==> src/design/pair_code_text_expander_defines.svh <==
// Assertion macros shared by the expander modules.
// Each macro expects clk and rst_n to be visible in the module that uses it.
`ifndef PAIR_CODE_TEXT_EXPANDER_DEFINES_SVH
`define PAIR_CODE_TEXT_EXPANDER_DEFINES_SVH

// Same-cycle implication.
`define PCX_ASSERT_IMP(label, ante, cons) \
    label: assert property (@(posedge clk) disable iff (!rst_n) (ante) |-> (cons)) \
        else $error("pcx: same-cycle check failed");

// Next-cycle implication.
`define PCX_ASSERT_NXT(label, ante, cons) \
    label: assert property (@(posedge clk) disable iff (!rst_n) (ante) |=> (cons)) \
        else $error("pcx: next-cycle check failed");

`endif

==> src/design/pcx_pkg.sv <==
`default_nettype none

package pcx_pkg;

    localparam int STACK_DEPTH = 16;
    localparam int MAX_CODES   = 64;
    localparam int TABLE_DEPTH = 192;

    localparam int SP_W   = $clog2(STACK_DEPTH);
    localparam int CNT_W  = $clog2(MAX_CODES + 1);
    localparam int TBL_AW = $clog2(TABLE_DEPTH);

    localparam logic [7:0] PAIR_BASE = 8'h40;

    localparam logic CMD_LOAD   = 1'b0;
    localparam logic CMD_DECODE = 1'b1;

    typedef struct packed {
        logic       command;
        logic [7:0] entry_index;
        logic [7:0] left_half;
        logic [7:0] right_half;
        logic [7:0] packed_byte;
    } request_t;

    typedef struct packed {
        logic [5:0] screen_code;
        logic       message_end;
        logic       overflow;
        logic       last;
    } result_t;

    typedef struct packed {
        logic [7:0] left_half;
        logic [7:0] right_half;
    } table_entry_t;

    // Commands from the controller to the datapath.
    typedef struct packed {
        logic write_entry;
        logic end_marker;
        logic init;
        logic emit_leaf;
        logic pop;
        logic read;
        logic push;
        logic finish;
        logic cut;
    } ctl_cmd_t;

    // Status from the datapath to the controller.
    typedef struct packed {
        logic is_leaf;
        logic count_full;
        logic stack_full;
        logic stack_empty;
    } dp_status_t;

endpackage

`default_nettype wire

==> src/design/pair_code_text_expander.sv <==
// Load requests write the dictionary and never raise busy; a zero byte gives its end marker
// in the cycle after the request. Any other decode request holds busy until the
// expansion ends, whether it finishes or is cut, and a new request is taken whenever
// busy is low. A code leaves the cycle after the next code is found; the final result
// leaves in the same cycle that busy falls. Reset clears the controller, stack pointer
// and output strobe; the dictionary has no reset value.
`default_nettype none

module pair_code_text_expander
    import pcx_pkg::*;
(
    input  wire logic     clk,
    input  wire logic     rst_n,
    input  wire logic     start,
    input  wire request_t request,
    output logic          busy,
    output logic          result_valid,
    output result_t       result
);

    ctl_cmd_t   cmd;
    dp_status_t status;

    pcx_ctrl u_ctrl (
        .clk     (clk),
        .rst_n   (rst_n),
        .start   (start),
        .request (request),
        .status  (status),
        .busy    (busy),
        .cmd     (cmd)
    );

    pcx_datapath u_datapath (
        .clk          (clk),
        .rst_n        (rst_n),
        .request      (request),
        .cmd          (cmd),
        .status       (status),
        .result_valid (result_valid),
        .result       (result)
    );

endmodule

`default_nettype wire

==> src/design/pcx_ram.sv <==
`default_nettype none

module pcx_ram #(
    parameter int WIDTH = 8,
    parameter int DEPTH = 16
) (
    input  wire logic                     clk,
    input  wire logic                     we,
    input  wire logic [$clog2(DEPTH)-1:0] waddr,
    input  wire logic [WIDTH-1:0]         wdata,
    input  wire logic                     re,
    input  wire logic [$clog2(DEPTH)-1:0] raddr,
    output logic      [WIDTH-1:0]         rdata
);

    logic [WIDTH-1:0] mem [DEPTH];

    always_ff @(posedge clk)
    begin
        if (we)
        begin
            mem[waddr] <= wdata;
        end
        if (re)
        begin
            rdata <= mem[raddr];
        end
    end

endmodule

`default_nettype wire

==> src/design/pcx_ctrl.sv <==
`default_nettype none
`include "pair_code_text_expander_defines.svh"

module pcx_ctrl
    import pcx_pkg::*;
(
    input  wire logic       clk,
    input  wire logic       rst_n,
    input  wire logic       start,
    input  wire request_t   request,
    input  wire dp_status_t status,
    output logic            busy,
    output ctl_cmd_t        cmd
);

    typedef enum logic [1:0] {
        S_IDLE,
        S_EVAL,
        S_FETCH,
        S_FINISH
    } state_t;

    state_t state_reg, state_next;
    logic   busy_reg, busy_next;
    logic   cut_reg, cut_next;
    logic   accept;

    assign accept = start && !busy_reg;
    assign busy   = busy_reg;

    always_comb
    begin
        state_next = state_reg;
        busy_next  = busy_reg;
        cut_next   = cut_reg;
        cmd        = '0;
        unique case (state_reg)
            S_IDLE:
            begin
                if (accept)
                begin
                    if (request.command == CMD_LOAD)
                    begin
                        cmd.write_entry = 1'b1;
                    end
                    else if (request.packed_byte == 8'h00)
                    begin
                        cmd.end_marker = 1'b1;
                    end
                    else
                    begin
                        cmd.init   = 1'b1;
                        cut_next   = 1'b0;
                        busy_next  = 1'b1;
                        state_next = S_EVAL;
                    end
                end
            end
            S_EVAL:
            begin
                if (status.is_leaf)
                begin
                    if (status.count_full)
                    begin
                        cut_next   = 1'b1;
                        state_next = S_FINISH;
                    end
                    else
                    begin
                        cmd.emit_leaf = 1'b1;
                        if (status.stack_empty)
                        begin
                            state_next = S_FINISH;
                        end
                        else
                        begin
                            cmd.pop = 1'b1;
                        end
                    end
                end
                else if (status.stack_full)
                begin
                    cut_next   = 1'b1;
                    state_next = S_FINISH;
                end
                else
                begin
                    cmd.read   = 1'b1;
                    state_next = S_FETCH;
                end
            end
            S_FETCH:
            begin
                cmd.push   = 1'b1;
                state_next = S_EVAL;
            end
            S_FINISH:
            begin
                cmd.finish = 1'b1;
                cmd.cut    = cut_reg;
                busy_next  = 1'b0;
                state_next = S_IDLE;
            end
            default:
            begin
                state_next = S_IDLE;
            end
        endcase
    end

    always_ff @(posedge clk or negedge rst_n)
    begin
        if (!rst_n)
        begin
            state_reg <= S_IDLE;
            busy_reg  <= 1'b0;
            cut_reg   <= 1'b0;
        end
        else
        begin
            state_reg <= state_next;
            busy_reg  <= busy_next;
            cut_reg   <= cut_next;
        end
    end

    `PCX_ASSERT_IMP(a_fetch_after_eval, state_reg == S_FETCH, $past(state_reg) == S_EVAL)
    `PCX_ASSERT_NXT(a_decode_goes_busy, accept && request.command == CMD_DECODE && request.packed_byte != 8'h00, busy_reg)
    `PCX_ASSERT_IMP(a_busy_matches_state, 1'b1, busy_reg == (state_reg != S_IDLE))

endmodule

`default_nettype wire

==> src/design/pcx_datapath.sv <==
`default_nettype none
`include "pair_code_text_expander_defines.svh"

module pcx_datapath
    import pcx_pkg::*;
(
    input  wire logic     clk,
    input  wire logic     rst_n,
    input  wire request_t request,
    input  wire ctl_cmd_t cmd,
    output dp_status_t    status,
    output logic          result_valid,
    output result_t       result
);

    logic [7:0]       v_reg, v_next;
    logic [SP_W-1:0]  sp_reg, sp_next;
    logic [CNT_W-1:0] count_reg, count_next;
    logic [5:0]       pend_reg, pend_next;
    logic             pend_valid_reg, pend_valid_next;
    logic [7:0]       stk_reg [STACK_DEPTH];
    logic             result_valid_reg, result_valid_next;
    result_t          result_reg, result_next;

    logic                 tbl_we;
    logic [TBL_AW-1:0]    tbl_waddr;
    logic [TBL_AW-1:0]    tbl_raddr;
    logic [15:0]          tbl_rdata;
    table_entry_t         tbl_wentry;
    table_entry_t         tbl_rentry;
    logic [7:0]           pair_index;

    assign tbl_we     = cmd.write_entry && (request.entry_index < 8'(TABLE_DEPTH));
    assign tbl_waddr  = TBL_AW'(request.entry_index);
    assign tbl_wentry = '{left_half: request.left_half, right_half: request.right_half};
    assign pair_index = v_reg - PAIR_BASE;
    assign tbl_raddr  = TBL_AW'(pair_index);
    assign tbl_rentry = table_entry_t'(tbl_rdata);

    // Left and right halves share one row, so one lookup serves a whole pair.
    pcx_ram #(
        .WIDTH ($bits(table_entry_t)),
        .DEPTH (TABLE_DEPTH)
    ) u_table (
        .clk   (clk),
        .we    (tbl_we),
        .waddr (tbl_waddr),
        .wdata (tbl_wentry),
        .re    (cmd.read),
        .raddr (tbl_raddr),
        .rdata (tbl_rdata)
    );

    assign status.is_leaf     = v_reg < PAIR_BASE;
    assign status.count_full  = count_reg == CNT_W'(MAX_CODES);
    assign status.stack_full  = ({1'b0, sp_reg} + (SP_W + 1)'(2)) > (SP_W + 1)'(STACK_DEPTH);
    assign status.stack_empty = sp_reg == '0;

    always_comb
    begin
        v_next            = v_reg;
        sp_next           = sp_reg;
        count_next        = count_reg;
        pend_next         = pend_reg;
        pend_valid_next   = pend_valid_reg;
        result_valid_next = 1'b0;
        result_next       = result_reg;

        if (cmd.init)
        begin
            v_next          = request.packed_byte;
            sp_next         = '0;
            count_next      = '0;
            pend_valid_next = 1'b0;
        end

        if (cmd.end_marker)
        begin
            result_valid_next = 1'b1;
            result_next       = '{screen_code: 6'd0, message_end: 1'b1,
                                  overflow: 1'b0, last: 1'b1};
        end

        // A code is held back one step so that the final one can carry the last flag.
        if (cmd.emit_leaf)
        begin
            if (pend_valid_reg)
            begin
                result_valid_next = 1'b1;
                result_next       = '{screen_code: pend_reg, message_end: 1'b0,
                                      overflow: 1'b0, last: 1'b0};
            end
            pend_next       = v_reg[5:0];
            pend_valid_next = 1'b1;
            count_next      = count_reg + CNT_W'(1);
        end

        if (cmd.pop)
        begin
            v_next  = stk_reg[sp_reg - SP_W'(1)];
            sp_next = sp_reg - SP_W'(1);
        end

        // The right half waits on the stack; the left half is worked on at once.
        if (cmd.push)
        begin
            v_next  = tbl_rentry.left_half;
            sp_next = sp_reg + SP_W'(1);
        end

        if (cmd.finish)
        begin
            result_valid_next = 1'b1;
            result_next       = '{screen_code: pend_valid_reg ? pend_reg : 6'd0,
                                  message_end: 1'b0, overflow: cmd.cut, last: 1'b1};
            pend_valid_next   = 1'b0;
        end
    end

    always_ff @(posedge clk)
    begin
        if (cmd.push)
        begin
            stk_reg[sp_reg] <= tbl_rentry.right_half;
        end
        v_reg      <= v_next;
        pend_reg   <= pend_next;
        result_reg <= result_next;
    end

    always_ff @(posedge clk or negedge rst_n)
    begin
        if (!rst_n)
        begin
            sp_reg           <= '0;
            count_reg        <= '0;
            pend_valid_reg   <= 1'b0;
            result_valid_reg <= 1'b0;
        end
        else
        begin
            sp_reg           <= sp_next;
            count_reg        <= count_next;
            pend_valid_reg   <= pend_valid_next;
            result_valid_reg <= result_valid_next;
        end
    end

    assign result_valid = result_valid_reg;
    assign result       = result_reg;

    `PCX_ASSERT_IMP(a_count_in_range, 1'b1, count_reg <= CNT_W'(MAX_CODES))
    `PCX_ASSERT_IMP(a_overflow_on_last, result_valid_reg && result_reg.overflow, result_reg.last)
    `PCX_ASSERT_IMP(a_push_has_room, cmd.push, {1'b0, sp_reg} < (SP_W + 1)'(STACK_DEPTH - 1))

endmodule

`default_nettype wire
==> config.mk <==
export PLATFORM = sky130hd
export DESIGN_NAME = pair_code_text_expander
export DESIGN_NICKNAME = d
export VERILOG_FILES = /design/src/design/pcx_pkg.sv /design/src/design/pair_code_text_expander.sv /design/src/design/pcx_ram.sv /design/src/design/pcx_ctrl.sv /design/src/design/pcx_datapath.sv
export VERILOG_INCLUDE_DIRS = /design/src /design/src/design
export SDC_FILE = /design/constraint.sdc
export NUM_CORES = 2
export LEC_CHECK = 0
export ABC_AREA = 1
export ABC_CLOCK_PERIOD_IN_PS = 2600
export BUFFER_PORTS_ARGS = -buffer_cell sky130_fd_sc_hd__buf_2
export CAP_MARGIN = 20
export CORE_MARGIN = 2
export CORE_UTILIZATION = 30
export CTS_BUF_LIST = sky130_fd_sc_hd__clkbuf_4 sky130_fd_sc_hd__clkbuf_8
export CTS_CLUSTER_SIZE = 24
export DETAILED_ROUTE_END_ITERATION = 8
export PLACE_DENSITY_LB_ADDON = 0.3
export SYNTH_ARGS = -nofsm -noshare
export SYNTH_HDL_FRONTEND = slang
export SYNTH_SLANG_ARGS = --single-unit
==> constraint.sdc <==
create_clock -name clk -period 2.6 [get_ports clk]
set_input_delay 0.39 -clock clk [delete_from_list [all_inputs] [get_ports clk]]
set_output_delay 0.39 -clock clk [all_outputs]
set_load 0.005 [all_outputs]
### Word-level counts from Yosys, hierarchy flattened

Memories as Yosys holds them, arrays and structs flattened. A register that Yosys moved wholly into a read port is not among the register bits.
Index checks and enable logic that the tools add are counted.

| storage, ports and cells | value |
|---|---|
| input bits | 36 |
| bits in writable memories | 3200 |
| logic and storage cells | 104 |
| memories | 2 |
| output and inout bits | 11 |
| flip-flop bits (word level) | 40 |

Memory list:

| memory | words | bits a word | read ports | clocked after memory_dff | wr ports | line | text |
|---|---|---|---|---|---|---|---|
| u_datapath.u_table.mem | 192 | 16 | 1 | 1 | 1 | pcx_ram.sv:16 | `logic [WIDTH-1:0] mem [DEPTH];` |
| u_datapath.stk_reg | 16 | 8 | 1 | 0 | 1 | pcx_datapath.sv:21 | `logic [7:0] stk_reg [STACK_DEPTH];` |

| operators by class | value |
|---|---|
| $add $sub $neg | 5 |
| order comparisons | 3 |
| equal/unequal tests | 10 |
| reductions and logical operators | 14 |
| multiplexer cells | 57 |

Operator list:

| operator | count |
|---|---|
| 2-to-1 mux 9 bit | 4 |
| 2-to-1 mux 1 bit | 28 |
| 2-to-1 mux 8 bit | 3 |
| 2-to-1 mux 2 bit | 10 |
| 2-to-1 mux 7 bit | 2 |
| 2-to-1 mux 4 bit | 3 |
| 2-to-1 mux 3 bit | 3 |
| logical NOT 8 bit | 1 |
| < comparator 8 x 7 -> 1 bit (second input constant) | 1 |
| < comparator 8 bit (second input constant) | 1 |
| case mux 2 bit (4 select lines) | 1 |
| AND reduction 4 bit | 2 |
| subtractor 8 x 7 -> 8 bit (second input constant) | 1 |
| adder 7 x 1 -> 7 bit (second input constant) | 1 |
| equality test 7 bit (second input constant) | 1 |
| 2-to-1 mux 6 bit | 1 |
| inequality test 3 bit (second input constant) | 2 |
| AND reduction 6 bit | 1 |
| nonzero test 2 bit | 3 |
| nonzero test 3 bit | 2 |
| adder 4 x 2 -> 5 bit (second input constant) | 1 |
| > comparator 5 bit (second input constant) | 1 |
| adder 4 x 1 -> 4 bit (second input constant) | 1 |
| equality test 2 bit (second input constant) | 2 |
| 10 further kinds | 13 |

### Depth between registers and ports, before layout

| logic depth | value |
|---|---|
| word-level depth | 9 |
| depth in mapped cells | 14 |
| mapped depth without buffers | 12 |

### Cells and area by module

From an unflattened synthesis, not the netlist that was laid out.

| second synthesis, totals | value |
|---|---|
| cell total of the unflattened synthesis | 10834 |
| area total of the unflattened synthesis | 131423.5 µm² |

By module, submodules not included:

| module | instances | cells each | sequential area each (µm²) | area an instance (µm²) |
|---|---|---|---|---|
| pcx_ram | 1 | 10062 | 92728.9 | 123733.7 |
| pcx_datapath | 1 | 720 | 4769.6 | 7363.3 |
| pcx_ctrl | 1 | 52 | 100.1 | 326.6 |

### Worst setup path before layout

No wires, ideal clock.

| timing path | value |
|---|---|
| kind | reg-to-reg |
| start | register u_ctrl.state_reg[1] |
| end | memory u_datapath.u_table.mem[166][0] (netlist name) (enable) |
| data arrival time | 2.237 ns |
| stages on the path, launching flop included | 9 |
| buffers on the path | 1 |
| required time | 2.212 ns |
| setup time | 0.388 ns |
| setup slack | -0.025 ns |
| clock period less this slack | 2.625 ns |
| cells stage by stage | dfrtp_1 nor2_2 o21ai_0 nor3_2 inv_1 nor3_2 nand3_1 buf_2 nor2_1 |

| between the ends | value |
|---|---|
| longest elaborated chain between the ends | 5 |

RTL lines:

| what | line | text |
|---|---|---|
| start, declared | pcx_ctrl.sv:23 | `state_t state_reg, state_next;` |
| start signal, assigned | pcx_ctrl.sv:121 | `state_reg <= state_next;` |
| logical NOT 2 bit | pcx_ctrl.sv:37 | `unique case (state_reg)` |
| 2-to-1 mux 3 bit | pcx_ctrl.sv:37 |  |
| logical AND 1 bit | pcx_datapath.sv:33 | `assign tbl_we = cmd.write_entry && (request.entry_index < 8'(TABLE_DEPTH));` |
| 2-to-1 mux 1 bit | pcx_ram.sv:20 | `if (we)` |
| 2-to-1 mux 1 bit (not written as such) | pcx_ram.sv:22 | `mem[waddr] <= wdata;` |
| end, declared | pcx_ram.sv:16 |  |

No other way between the ends.

### Worst setup path in the final report

| timing path | value |
|---|---|
| start | register u_datapath.v_reg[0] |
| end | register u_datapath.u_table.rdata[8], read port of u_datapath.u_table.mem, data pin |

| between the ends | value |
|---|---|
| longest elaborated chain between the ends | 3 |
| elaborated cells on any way between the ends | 4 |
| those cells by class | add/sub (1); order compare (1); mux (2) |

RTL lines:

| what | line | text |
|---|---|---|
| start, declared | pcx_datapath.sv:16 | `logic [7:0] v_reg, v_next;` |
| start signal, assigned | pcx_datapath.sv:126 | `v_reg <= v_next;` |
| < comparator 8 x 7 -> 1 bit | pcx_datapath.sv:54 | `assign status.is_leaf = v_reg < PAIR_BASE;` |
| 2-to-1 mux 1 bit | pcx_ctrl.sv:61 | `if (status.is_leaf)` |
| 2-to-1 mux 3 bit | pcx_ctrl.sv:37 |  |
| end, declared | pcx_ram.sv:13 | `output logic [WIDTH-1:0] rdata` |

Several ways; a longest one is shown, not always the timed one.
A chain may end at the register's enable or synchronous reset.

==> impl_metrics.json <==
{
  "final-setup-viol-count": 39,
  "r2r_slack_ns": -0.09,
  "crit_cells": 13,
  "yosysWarnings": 0,
  "grt_max_degree": 89,
  "wl_met1_mm": 184,
  "final_cells": 17900,
  "synth.top_cell.area_share": 0.744,
  "drt_drc_violations_left": 0,
  "synth_seq_cells": 3256,
  "p_leak_nw": 57.0,
  "ios": 47,
  "dp_hpwl_mm": 260,
  "wl_mm": 430,
  "maxSlewViolCount": 0,
  "io_buffers": 46,
  "wl_met2_mm": 202,
  "pwr-share-clk": 0.433,
  "core-area_mm2": 0.434,
  "skew_ns": 0.0644,
  "cp_slowest_cell": "edfxtp_1",
  "crit_arrival_ns": 3.63,
  "avgSynthCellArea_um2": 12.2,
  "gr-total-overflow": 0,
  "fillers": 41300,
  "critPathLaunch": "u_datapath.v_reg[0]",
  "synth.distinct_cells": 33,
  "worstRegToRegCells": 13,
  "power_frac_comb": 0.014,
  "tritoncts": "done",
  "min_from": "request[25]",
  "critical-path-top-delay-family": "simple AND/OR/NAND/NOR gates",
  "worst_pin_slew_ns": 1.15,
  "numCtsBuffers": 556,
  "p_seq_frac": 0.553,
  "rsz0062_at_grt": "yes",
  "synthTopCellsByArea": "edfxtp_1, nand3_1, nand2_1",
  "cp_num_buf_inv": 5,
  "clk_pin_slew_ns": 0.06,
  "die_x_um": 663,
  "end_kind": "flip-flop",
  "clk_latency_ns": 1.19,
  "dieHeight_um": 663,
  "max_freq_mhz": 372,
  "path_cells": "buf_6 -> buf_12 -> buf_12 -> buf_12 -> bufbuf_16 -> nor2_1 -> o22ai_1 -> nand2_1 -> nand3_1 -> nand3_1 -> nand3_2 -> nand3_1 -> nand2_1",
  "internal_power_mw": 81.7,
  "critPathLaunchType": "flip-flop",
  "synth_top_flop_cell": "edfxtp_1",
  "largest_reg_flops": 3072,
  "yosysMostFrequentCell": "edfxtp_1",
  "seqCellArea_mm2": 0.0976,
  "area_growth_pct": 24.9,
  "clock_path_buffers": 4,
  "violations": "negative setup slack",
  "fin_crit_ns": 2.69,
  "cts_sinks": 3256,
  "initial_core_util": 0.301,
  "rows": 242,
  "finalHoldViolCount": 0,
  "layout.nets": 11800,
  "drive_gt1_frac": 0.205,
  "status": "finished, violations left",
  "cp.required_ns": 3.55,
  "reg2reg_from": "u_datapath.v_reg[0]",
  "maxCapViolCount": 0,
  "dr.pass1.iters": 7,
  "vdd_drop_max_mv": 0.496,
  "gp_congestion": 0.843,
  "syn-instance-count": 10700,
  "ant_nets": 0,
  "async_reset_ff_frac": 0.00522,
  "ys_seq_area_frac": 0.749,
  "synth-edff-count": 3230,
  "maxSlewHeadroom": 0.232,
  "vias": 90000,
  "syn_area_mm2": 0.130,
  "slowest_delay_ns": 0.38,
  "place_inst": 16800,
  "r2r-end": "u_datapath.u_table.rdata[8]",
  "syn_nets": 10700,
  "viasPerCell": 5.03,
  "whs_ns": 0.117,
  "finish.utilization": 0.376,
  "synth_top_area_cell": "edfxtp_1",
  "grt_pass1_vias": 85800,
  "wire_per_inst_um": 24.1,
  "cts_root_buf": "clkbuf_8",
  "finalCritPeriodShare": 1.03,
  "worstSetupEndpoint": "u_datapath.u_table.rdata[8]",
  "first_iter_violations": 10100,
  "top_layer": "met5",
  "dieArea_mm2": 0.440,
  "multi_input_area_mm2": 0.0316,
  "fin_ws_ns": -0.0867,
  "powerDensity_mw_per_mm2": 640,
  "switching_share": 0.217,
  "grt_antenna_before_repair": 25,
  "grt_use_total": 0.187,
  "wl_met3_mm": 32.0,
  "hp-class": "primary input to flip-flop",
  "grt_first_pass_wirelength_mm": 613,
  "critPathKind": "flip-flop to flip-flop",
  "h-tree-depth": 6,
  "p_switching_mw": 22.6,
  "critical_path.max_fanout": 14,
  "ys_top_cells_by_count": "edfxtp_1, nand2_1, nand3_1"
}
[through the flow]
step	power (mW)	cell area (µm²)	worst slack, ns	TNS, ns
2_1_floorplan	58.8	130000	-0.0255	-13.59
3_3_place_gp	60.2	147000	-0.833	-19.14
3_5_place_dp	60.2	147000	-0.859	-16.16
4_1_cts	105	161000	-0.0524	-0.365
5_1_grt	107	163000	-0.147	-14.41
6_report	104	163000	-0.0867	-1.18
[tightest hold or removal path, cell delays in order]
cell and delay [ns]:
buf_2 0.12, inv_1 0.05, nor2_1 0.08, nand2_2 0.23, nor2_4 0.08, buf_12 0.15
[cells by family (layout without fill, tap and decap cells)]
group	count (synthesis)	count (layout)	share of synthesized area
AOI/OAI and AO/OA	818	818	0.0342
and+or+nand+nor	5770	5770	0.189
adders and majority gates	10	10	0.000960
other	0	17	0
xor gates and xnor gates	4	4	0.000269
DFF	3256	3256	0.749
buffers and inverters	797	2273	0.0271
[cell usage in the layout, fill, tap and decap left out, drive strengths merged, types with 3 or more instances in the layout]
master       synthesis  routed
ha                  10      10
o21ai              518     518
clkinv               4     152
nor2               759     759
clkbuf             331     818
dfrtp               17      17
inv                 65     100
nand2             2657    2657
edfxtp            3230    3230
dlygate4sd3          0      35
o211ai              11      11
o22ai              200     200
diode                0      17
o31ai               16      16
nand3             2336    2336
clkinvlp             0      13
o32ai                9       9
xor2                 3       3
dfxtp                9       9
bufbuf               0      20
bufinv               0       4
nor3                 9       9
buf                397    1131
a21oi               60      60
nand4                6       6
[layout make-up]
cell class / instances / share of cell area
timing repair inverter: 2 / 0.000154
inverter: 69 / 0.00203
sequential: 3256 / 0.599
clock inverter: 198 / 0.00792
antenna: 17 / 0.000261
clock buffer: 776 / 0.0574
multi-input combinational: 6602 / 0.194
tap: 5734 / 0.0440
timing repair buffer: 1228 / 0.0950
[repair_timing]
action,in CTS,in global routing
endpoints found under the hold margin,3031,0
gates cloned,26,29
resized for setup,417,243
hold buffers,35,0
pin swaps,57,40
setup buffers,20,17
setup endpoints to repair,384,2240
[power groups by stage]
stage               sequential, mW  combinational, mW  clock, mW
floorplan                     58.8             0.0422          0
global placement              58.7               1.42          0
detailed placement            58.7               1.43          0
CTS                           57.6               1.48       46.0
global route                  57.6               1.54       48.2
finish                        57.7               1.49       45.2
[routing by layer]
metal,global-route usage,vias to the layer above
met3,0.0303,639
li1,-,40700
met2,0.302,3513
met1,0.260,45200
met4,0.0528,18
met5,0,-
[worst min-delay path by stage]
stage	to	depth (start not counted)
final	u_datapath.u_table.mem[166][12]	6
after global routing	u_datapath.u_table.mem[167][6]	5
after CTS	u_datapath.u_table.mem[151][6]	5
after detailed placement	u_ctrl.busy	1
after global placement	u_ctrl.busy	1
after floorplan	u_ctrl.busy	0
Power figures use the tool's default switching activity.
